$ cat src/hw/rtl/rmv_pkg.sv
// Package for the running statistics block: payload structs, state codes
// and the command and status structs between controller and datapath.
// No dependencies.
`timescale 1ns / 1ps
`default_nettype none
package rmv_pkg;

    // Fixed widths of the statistics.
    localparam int SAMPLE_BITS = 16;
    localparam int COUNT_BITS  = 16;
    localparam int FRAC_BITS   = 8;

    // Input word.
    typedef struct packed {
        logic        op;
        logic [15:0] sample;
    } rmv_in_t;

    // Result word.
    typedef struct packed {
        logic [15:0] count;
        logic [31:0] total;
        logic [45:0] sum_of_squares;
        logic [23:0] mean_q8;
        logic [38:0] variance_q8;
        logic [23:0] std_dev_q8;
        logic [15:0] minimum;
        logic [15:0] maximum;
        logic        variance_valid;
        logic        dropped;
    } rmv_out_t;

    localparam logic OP_ACCUMULATE = 1'b0;
    localparam logic OP_CLEAR      = 1'b1;

    // Controller states.
    typedef enum logic [3:0] {
        ST_IDLE,
        ST_UPDATE,
        ST_SQUARE,
        ST_PREP,
        ST_MEAN,
        ST_VPREP,
        ST_VAR,
        ST_ROOT,
        ST_DONE
    } rmv_state_t;

    // Commands from controller to datapath.
    typedef struct packed {
        logic load;
        logic update;
        logic square;
        logic prep;
        logic mean_step;
        logic vprep;
        logic var_step;
        logic root_step;
        logic publish;
    } rmv_cmd_t;

    // Status from datapath to controller.
    typedef struct packed {
        logic mean_last;
        logic var_skip;
        logic var_last;
        logic root_last;
        logic stat_skip;
    } rmv_sts_t;

endpackage
`default_nettype wire

$ cat src/hw/rtl/rmv_ctrl.sv
// Controller state machine for the running statistics block.
// Depends on rmv_pkg.
`timescale 1ns / 1ps
`default_nettype none
module rmv_ctrl (
    input  wire               aclk,
    input  wire               aresetn,
    input  wire               start,
    input  wire               out_free,
    input  rmv_pkg::rmv_sts_t sts,
    output logic              busy,
    output rmv_pkg::rmv_cmd_t cmd
);
    import rmv_pkg::*;

    rmv_state_t state_reg, state_next;

    // State register.
    always_ff @(posedge aclk) begin
        if (!aresetn) begin
            state_reg <= ST_IDLE;
        end else begin
            state_reg <= state_next;
        end
    end

    // Next state and commands.
    always_comb begin
        state_next = state_reg;
        cmd = '0;
        busy = 1'b1;
        case (state_reg)
            ST_IDLE: begin
                busy = 1'b0;
                if (start) begin
                    cmd.load = 1'b1;
                    state_next = ST_SQUARE;
                end
            end
            ST_SQUARE: begin
                cmd.square = 1'b1;
                state_next = ST_UPDATE;
            end
            ST_UPDATE: begin
                cmd.update = 1'b1;
                state_next = ST_PREP;
            end
            ST_PREP: begin
                cmd.prep = 1'b1;
                state_next = sts.stat_skip ? ST_DONE : ST_MEAN;
            end
            ST_MEAN: begin
                cmd.mean_step = 1'b1;
                if (sts.mean_last) begin
                    state_next = ST_VPREP;
                end
            end
            ST_VPREP: begin
                cmd.vprep = 1'b1;
                state_next = sts.var_skip ? ST_DONE : ST_VAR;
            end
            ST_VAR: begin
                cmd.var_step = 1'b1;
                if (sts.var_last) begin
                    state_next = ST_ROOT;
                end
            end
            ST_ROOT: begin
                cmd.root_step = 1'b1;
                if (sts.root_last) begin
                    state_next = ST_DONE;
                end
            end
            ST_DONE: begin
                if (out_free) begin
                    cmd.publish = 1'b1;
                    state_next = ST_IDLE;
                end
            end
            default: begin
                state_next = ST_IDLE;
            end
        endcase
    end
endmodule
`default_nettype wire

$ cat config.mk
export PLATFORM = sky130hd
export DESIGN_NAME = rmv_ctrl
export DESIGN_NICKNAME = d
export VERILOG_FILES = /design/src/hw/rtl/rmv_pkg.sv /design/src/hw/rtl/rmv_ctrl.sv
export SDC_FILE = /design/constraint.sdc
export NUM_CORES = 1
export LEC_CHECK = 0
export ABC_AREA = 1
export BUFFER_PORTS_ARGS = -buffer_cell sky130_fd_sc_hd__buf_2
export CAP_MARGIN = 20
export CORE_AREA = 4 4 41 43
export CTS_BUF_LIST = sky130_fd_sc_hd__clkbuf_16
export CTS_CLUSTER_DIAMETER = 80
export CTS_CLUSTER_SIZE = 30
export DETAILED_ROUTE_END_ITERATION = 16
export DIE_AREA = 0 0 45 47
export PLACE_DENSITY = 0.6
export RECOVER_POWER = 25
export SLEW_MARGIN = 20
export SYNTH_ARGS = -nofsm -noshare
export SYNTH_HDL_FRONTEND = slang
export SYNTH_SLANG_ARGS = --single-unit
$ cat constraint.sdc
create_clock -name aclk -period 1.5 [get_ports aclk]
set_input_delay 0.3 -clock aclk [delete_from_list [all_inputs] [get_ports aclk]]
set_output_delay 0.3 -clock aclk [all_outputs]
set_load 0.02 [all_outputs]
==> results of run 1 <==
metal layers:
layer  vias to the layer above  GRT usage [%]  wire length [µm]
met3                         2           4.21                73
met1                       209           13.4               471
met5                         -              0                 0
li1                        264              -                 -
met2                        10           18.4               504
met4                         0           3.51                 7
path summary, 6_finish.rpt:
| kind | endpoint | slack (ns) | cells past startpoint | start |
|---|---|---|---|---|
| worst max-delay path | cmd[8] | 0.03 | 4 | state_reg[2]$_SDFFE_PN0P_ |
| worst min-delay path | state_reg[3]$_SDFFE_PN0P_ | 0.32 | 3 | aresetn |
| worst max register to register | state_reg[0]$_SDFFE_PN0P_ | 0.28 | 8 | state_reg[2]$_SDFFE_PN0P_ |
| worst min register to register | state_reg[1]$_SDFFE_PN0P_ | 0.55 | 2 | state_reg[1]$_SDFFE_PN0P_ |
through the flow:
step           setup slack, ns  setup TNS [ns]  hold WS, ns
2_1_floorplan            0.110               0        0.409
3_3_place_gp             0.197               0        0.551
3_5_place_dp             0.201               0        0.555
4_1_cts               -0.00493        -0.00493        0.326
5_1_grt                -0.0275         -0.0391        0.352
6_report                0.0345               0        0.321
logic make-up after synthesis:
group                  share of synthesized area [%]
flip-flops                                      18.0
AND/OR/NAND/NOR                                 65.2
buffers and inverters                           11.8
AO/OA/AOI/OAI                                   5.06
where the power goes:
part	internal, mW	leakage (nW)	switching (mW)
logic	0.285	0.312	0.499
clock network	0.340	0.0370	0.0685
registers	0.155	0.0344	0.0749
total	0.780	0.384	0.642
what timing repair did:
| action | in CTS | in global routing |
|---|---|---|
| cloned | 0 | 0 |
| setup endpoints to repair | 2 | 8 |
| buffers inserted | 0 | 1 |
| hold endpoints to repair | 0 | 0 |
| hold buffers | 0 | 0 |
| gates resized for setup | 1 | 6 |
| pin swaps | 0 | 1 |
final cells by class:
cell class                      count  area (µm²)
Clock buffer                        3        75.1
Fill cell                         145         649
Inverter                           14        52.6
Multi-Input combinational cell     54         320
Sequential cell                     4        85.1
Tap cell                           15        18.8
Timing Repair Buffer               19         100
Yosys cell counts:
cell,count,share of area [%]
and2_1,1,1.4
nor3_4,1,3.7
nand2_1,15,13
inv_2,5,4.2
nand3_2,6,13
inv_1,9,7.6
dfxtp_1,4,18
nand3_1,2,2.2
o211ai_1,1,1.7
nor2_2,7,9.8
a21oi_1,2,2.2
nor2_1,11,9.3
nand2_2,3,4.2
o21ai_1,1,1.1
nand3b_1,2,3.4
nor2_4,2,5.1
critical path, stage by stage, from the launching register on:
cell and delay (ns):
dfxtp_2 0.33, nor2_2 0.25, nand2_1 0.11, nor2_1 0.09
buf_2 0.17
==> reports/summary.txt, run 1 <==
DRC viols: 0
fmax: 682 MHz
most common cell after layout, fill and taps aside: buf_2
worst skew pair latency: 0.22 ns
arrival time at the worst endpoint: 1.17 ns
Gate Count Post-Synth: 72
VDD IR max: 1.12 mV
Total GRT Usage: 11.1%
CTS tree: done
CTS sink count: 4
Remaining Overflow, GRT: 0
Worst Setup End Kind: primary output
Antenna Cells: 0
H-tree depth: 1
Reg clk slew, reported paths: 0.03 ns
Yosys cell types: 16
Yosys reg bits: 4
Max-cap violations: 0
pwr/cell area: 2180 nW/µm²
non-filler cells, final: 109
via/cell ratio: 4.45
routed wire length: 1.06 mm
Slew Viols, Final: 0
CP startpoint kind: flop
Finished Core Util: 50.1%
Routability Congestion: 0.797
Root Buffer: clkbuf_16
largest buffer count on any clock path: 2
worst path required time: 1.20 ns
via count: 485
Port Buffers: 18
DRT iter0 DRCs: 3
synthesized area: 445 µm²
part of the Yosys area used for sequential elements: 18.0%
# setup viols final: 0
TritonCTS Buffers: 3
FP Rows: 13
Layout Nets: 105
vias in the first global route: 417
layout cell share with drive strength beyond 1: 54.3%
status: finished clean
design area: 652 µm²
first-pass GRT wire length: 1.70 mm
drt wl/cell: 9.70 µm
leakage: 0.384 nW
syn avg cell area: 6.19 µm²
fin crit period: 1.47 ns
die height: 47 µm
Die Area: 2120 µm²
post-route antenna net violation count: 0
initial antenna violation count: 0
Hold Violations, Final: 0
Design Power: 1.42 mW
hold crit path type: input pin to flop
dpl hpwl: 897 µm
critical path class: flop to primary output
commonest cells after routing, fill and taps aside: buf_2, nand2_1, nor2_1, inv_1
router iterations before antenna repair: 4
IO Pins: 19
final period utilization: 97.7%
Ys Warns: 0
area grow syn2layout: 46.3%
RSZ-0062 raised after global routing: true
core footprint: 1300 µm²
worst slew pin tran: 0.265 ns
crit-path max FO: 6
Area after DPL: 554 µm²
max reg flops: 4
Post-Synthesis Net Count: 81
Slew headroom: 82.3%
Clock Skew: 0.00144 ns
pin count of the biggest net entering global routing: 7
Starting Density: 34.2%
die width: 45 µm
Placed Cells: 105
Note: power is estimated with default switching activity, not from simulation.
==> run 2, diff against run 1 <==
--- a/config.mk
+++ b/config.mk
@@ -9,13 +9,14 @@
 export BUFFER_PORTS_ARGS = -buffer_cell sky130_fd_sc_hd__buf_2
 export CAP_MARGIN = 20
 export CORE_AREA = 4 4 41 43
-export CTS_BUF_LIST = sky130_fd_sc_hd__clkbuf_16
+export CTS_BUF_LIST = sky130_fd_sc_hd__clkbuf_4
 export CTS_CLUSTER_DIAMETER = 80
 export CTS_CLUSTER_SIZE = 30
 export DETAILED_ROUTE_END_ITERATION = 16
 export DIE_AREA = 0 0 45 47
 export PLACE_DENSITY = 0.6
 export RECOVER_POWER = 25
+export SETUP_SLACK_MARGIN = 0.1
 export SLEW_MARGIN = 20
 export SYNTH_ARGS = -nofsm -noshare
 export SYNTH_HDL_FRONTEND = slang
==> reports/summary.txt, run 2 (synthesis gave the netlist of run 1 again) <==
status: finished clean
fmax: 711 MHz (+4.2%)
Remaining Overflow, GRT: 0 (unchanged)
CP startpoint kind: flop
Area after DPL: 554 µm² (unchanged)
final period utilization: 93.8% (-3.9 points)
Clk pwr share: 9.7% (-19 points)
VDD IR max: 1.11 mV (-0.81%)
via/cell ratio: 4.57 (+2.7%)
Placed Cells: 105 (unchanged)
Sw Pwr: 0.667 mW (+3.8%)
pin count of the biggest net entering global routing: 7 (unchanged)
die height: 47 µm (unchanged)
router iterations before antenna repair: 2 (-2)
Max-cap violations: 0 (unchanged)
Slew Viols, Final: 0 (unchanged)
worst path required time: 1.20 ns (about the same)
layout cell share with drive strength beyond 1: 57.6% (+3.3 points)
Slew headroom: 87.4% (+5.1 points)
setup TNS: 0 ns (unchanged)
hold slack: 0.309 ns (-0.0127 ns)
fin crit period: 1.41 ns (-0.0589 ns)
# setup viols final: 0 (unchanged)
CTS tree: done
most common cell after layout, fill and taps aside: nand2_1
hold crit path type: input pin to flop
Port Buffers: 18 (unchanged)
Antenna Cells: 0 (unchanged)
Routability Congestion: 0.797 (unchanged)
Sw Share: 49.5% (+4.3 points)
vias in the first global route: 429 (+2.9%)
worst slew pin tran: 0.189 ns (-0.0764 ns)
Finished Core Util: 53.3% (+3.2 points)
post-route antenna net violation count: 0 (unchanged)
first-pass GRT wire length: 1.76 mm (+3.2%)
largest buffer count on any clock path: 2 (unchanged)
critical path class: flop to primary output
initial antenna violation count: 0 (unchanged)
FP Rows: 13 (unchanged)
Clock Skew: 0.00436 ns (+0.00292 ns)
Comb power frac: 71.0% (+16 points)
Reg clk slew, reported paths: 0.04 ns (about the same)
TritonCTS Buffers: 3 (unchanged)
commonest cells after routing, fill and taps aside: nand2_1, buf_4, nor2_1, buf_2, inv_1
design area: 693 µm² (+6.3%)
H-tree depth: 1 (unchanged)
Layout Nets: 110 (+4.8%)
routed wire length: 1.14 mm (+7.6%)
pre-CTS WS: 0.201 ns (unchanged)
CTS sink count: 4 (unchanged)
non-filler cells, final: 114 (+4.6%)
via count: 521 (+7.4%)
max reg flops: 4 (unchanged)
dpl hpwl: 897 µm (unchanged)
die width: 45 µm (unchanged)
DRC viols: 0 (unchanged)
drt wl/cell: 9.97 µm (+2.9%)
Total GRT Usage: 11.7% (+0.56 points)
Hold Violations, Final: 0 (unchanged)
IO Pins: 19 (unchanged)
Die Area: 2120 µm² (unchanged)
core footprint: 1300 µm² (unchanged)
Design Power: 1.35 mW (-5.3%)
Starting Density: 34.2% (unchanged)
share of power burned in registers: 19.3% (+3.1 points)
arrival time at the worst endpoint: 1.11 ns (-0.06 ns)
final worst setup slack: 0.0934 ns (+0.0589 ns)
P_int: 0.680 mW (-13%)
RSZ-0062 raised after global routing: true
area grow syn2layout: 55.6%
worst skew pair latency: 0.23 ns (about the same)
Root Buffer: clkbuf_4
Worst Setup End Kind: primary output
pwr/cell area: 1940 nW/µm² (-11%)
leakage: 0.392 nW (+2.2%)
DRT iter0 DRCs: 3 (unchanged)
crit-path max FO: 5 (-1)
# hold bufs at CTS: 0 (unchanged)
-- run 2: cell types whose count changed in the layout (fill, tap and decap cells not counted), sizes merged --
| cell | before | now |
|---|---|---|
| buf | 19 | 24 |
-- run 2: final timing paths --
kind,start,end,depth (start not counted),slack (ns)
worst min-delay path,aresetn,state_reg[3]$_SDFFE_PN0P_,3,0.31
worst max-delay path,state_reg[2]$_SDFFE_PN0P_,cmd[4],5,0.09
worst max register to register,state_reg[2]$_SDFFE_PN0P_,state_reg[0]$_SDFFE_PN0P_,9,0.17
worst min register to register,state_reg[1]$_SDFFE_PN0P_,state_reg[1]$_SDFFE_PN0P_,2,0.56
-- run 2: power groups by stage --
stage | registers (mW) | clock network, mW | logic, mW
final | 0.259 | 0.131 | 0.957
after global routing | 0.267 | 0.143 | 1.05
after CTS | 0.247 | 0.136 | 0.824
after detailed placement | 0.214 | 0 | 0.751
after global placement | 0.213 | 0 | 0.751
after floorplan | 0.203 | 0 | 0.580
-- run 2: worst max-delay path, stage by stage (launching register included) --
cell and delay [ns]:
dfxtp_4 0.38, inv_2 0.05, nor2_4 0.12, nand2_2 0.08, nor2_2 0.12, buf_6 0.12
-- run 2: layout make-up --
type                            count  area (µm²)
Clock buffer                        3        22.5
Tap cell                           15        18.8
Fill cell                         140         608
Inverter                           14        52.6
Sequential cell                     4        95.1
Timing Repair Buffer               24         166
Multi-Input combinational cell     54         338
-- run 2: routing by layer --
layer,part of all wire [%],up-vias,GRT usage (%)
met3,5.7,2,4.21
met1,43,231,13.2
met4,0.62,0,5.26
li1,-,278,-
met5,0,-,0
met2,51,10,19.8
-- run 2: what timing repair did --
| action | CTS | global route |
|---|---|---|
| endpoints found under the setup margin | 10 | 8 |
| setup buffers | 2 | 4 |
| pin swaps | 3 | 4 |
| resized for setup | 13 | 14 |
==> run 3, diff against run 2 <==
--- a/config.mk
+++ b/config.mk
@@ -8,12 +8,14 @@
 export ABC_AREA = 1
 export BUFFER_PORTS_ARGS = -buffer_cell sky130_fd_sc_hd__buf_2
 export CAP_MARGIN = 20
-export CORE_AREA = 4 4 41 43
+export CORE_AREA = 2 2 39 41
 export CTS_BUF_LIST = sky130_fd_sc_hd__clkbuf_4
 export CTS_CLUSTER_DIAMETER = 80
 export CTS_CLUSTER_SIZE = 30
 export DETAILED_ROUTE_END_ITERATION = 16
-export DIE_AREA = 0 0 45 47
+export DIE_AREA = 0 0 41 43
+export GPL_TIMING_DRIVEN = 1
+export MAX_ROUTING_LAYER = met4
 export PLACE_DENSITY = 0.6
 export RECOVER_POWER = 25
 export SETUP_SLACK_MARGIN = 0.1
==> reports/summary.txt, run 3 (synthesis gave the netlist of run 1 again) <==
Hold Violations, Final: 0 (unchanged)
r2r worst-path depth: 7 (-2)
fin crit period: 1.41 ns (+0.000735 ns)
critical path class: flop to primary output
via/cell ratio: 4.57 (unchanged)
Remaining Overflow, GRT: 0 (unchanged)
max reg flops: 4 (unchanged)
Area after DPL: 556 µm² (+0.23%)
layout cell share with drive strength beyond 1: 60.2% (+2.6 points)
post-route antenna net violation count: 0 (unchanged)
CTS tree: done
DRT iter0 DRCs: 6 (+3)
VDD IR max: 0.679 mV (-39%)
hold crit path type: input pin to flop
P_int: 0.660 mW (-2.9%)
Max-cap violations: 0 (unchanged)
die height: 43 µm (-8.5%)
setup TNS: 0 ns (unchanged)
TritonCTS Buffers: 3 (unchanged)
Slew Viols, Final: 0 (unchanged)
IO Pins: 19 (unchanged)
core footprint: 1380 µm² (+6.3%)
Worst Setup End Kind: primary output
Root Buffer: clkbuf_4
initial antenna violation count: 0 (unchanged)
Clk pwr share: 10.0% (+0.3 points)
H-tree depth: 1 (unchanged)
worst skew pair latency: 0.24 ns (about the same)
Reg clk slew, reported paths: 0.03 ns (about the same)
most common cell after layout, fill and taps aside: buf_4
area grow syn2layout: 55.9%
commonest cells after routing, fill and taps aside: buf_4, nand2_1, nor2_1, inv_1, buf_2
dpl hpwl: 859 µm (-4.2%)
Slew headroom: 87.3% (about the same)
Comb power frac: 70.3% (-0.7 points)
share of power burned in registers: 19.7% (+0.4 points)
worst path required time: 1.20 ns (about the same)
crit-path max FO: 5 (unchanged)
Sw Pwr: 0.680 mW (+2.1%)
CTS sink count: 4 (unchanged)
Starting Density: 32.2% (-2.0 points)
CP startpoint kind: flop
RSZ-0062 raised after global routing: true
first-pass GRT wire length: 1.61 mm (-8.2%)
DRC viols: 0 (unchanged)
largest buffer count on any clock path: 2 (unchanged)
pin count of the biggest net entering global routing: 7 (unchanged)
final period utilization: 93.8% (about the same)
arrival time at the worst endpoint: 1.11 ns (about the same)
router iterations before antenna repair: 2 (unchanged)
routed wire length: 1.14 mm (+0.62%)
fmax: 711 MHz (about the same)
Port Buffers: 18 (unchanged)
Antenna Cells: 0 (unchanged)
worst slew pin tran: 0.190 ns (+0.00121 ns)
Worst R2R Setup Slack: 0.27 ns (+0.10 ns)
status: finished clean
Layout Nets: 109 (-0.91%)
hold path cells: 3 (unchanged)
Clock Skew: 0.00336 ns (-0.000996 ns)
vias in the first global route: 404 (-5.8%)
Total GRT Usage: 13.9% (+2.2 points)
# setup viols final: 0 (unchanged)
leakage: 0.396 nW (+0.87%)
pwr/cell area: 1930 nW/µm² (-0.64%)
via count: 521 (unchanged)
Die Area: 1760 µm² (-17%)
design area: 694 µm² (+0.18%)
die width: 41 µm (-8.9%)
FP Rows: 14 (+1)
Routability Congestion: 0.752 (-5.6%)
Sw Share: 50.7% (+1.3 points)
drt wl/cell: 10.0 µm (+0.62%)
-- run 3: changes by cell type in the layout (fill, tap and decap cells not counted), sizes merged --
cell	change
buf	-1
-- run 3: layer usage --
layer,track usage [%],vias to the layer above,wire length (µm)
met2,22.2,13,585
met1,15.7,229,482
li1,-,277,-
met3,1.57,2,55
met4,8.00,0,20
met5,-,-,0
-- run 3: layout make-up --
| cell class | instances | area [µm²] |
|---|---|---|
| Tap cell | 16 | 20.0 |
| Sequential cell | 4 | 95.1 |
| Timing Repair Buffer | 23 | 154 |
| Inverter | 14 | 52.6 |
| Fill cell | 147 | 689 |
| Clock buffer | 3 | 22.5 |
| Multi-Input combinational cell | 54 | 350 |
-- run 3: timing repair --
action,in CTS,in global routing
endpoints found under the hold margin,0,0
setup endpoints to repair,10,9
resized for setup,14,15
pin swaps,1,4
setup buffers,2,3
hold buffers,0,0
-- run 3: path summary, 6_finish.rpt --
kind,startpoint,endpoint
worst max-delay path,state_reg[2]$_SDFFE_PN0P_,cmd[4]
worst min register to register,state_reg[1]$_SDFFE_PN0P_,state_reg[1]$_SDFFE_PN0P_
worst max register to register,state_reg[1]$_SDFFE_PN0P_,state_reg[3]$_SDFFE_PN0P_
worst min-delay path,aresetn,state_reg[3]$_SDFFE_PN0P_
-- run 3: critical path, cell delays in order (launching register included) --
cell	delay [ns]
dfxtp_4	0.37
inv_2	0.05
nor2_4	0.14
nand2_2	0.07
nor2_1	0.09
buf_4	0.14
-- run 3: power groups by stage --
stage | Sequential (mW) | Combinational [mW] | Clock (mW)
5_1_grt | 0.272 | 1.03 | 0.155
4_1_cts | 0.246 | 0.819 | 0.141
6_report | 0.265 | 0.943 | 0.134
2_1_floorplan | 0.203 | 0.580 | 0
3_5_place_dp | 0.212 | 0.745 | 0
3_3_place_gp | 0.210 | 0.741 | 0
-- run 3: metrics by stage --
| stage | total power [mW] | hold WS (ns) | instances | setup WS [ns] | utilization (%) |
|---|---|---|---|---|---|
| global placement | 0.951 | 0.558 | 106 | 0.214 | 40.1 |
| finish | 1.34 | 0.306 | 114 | 0.0927 | 50.2 |
| CTS | 1.21 | 0.302 | 111 | 0.0904 | 45.4 |
| floorplan | 0.784 | 0.409 | 72 | 0.110 | - |
| global route | 1.45 | 0.317 | 114 | 0.00886 | 50.2 |
| detailed placement | 0.958 | 0.557 | 106 | 0.228 | 40.1 |
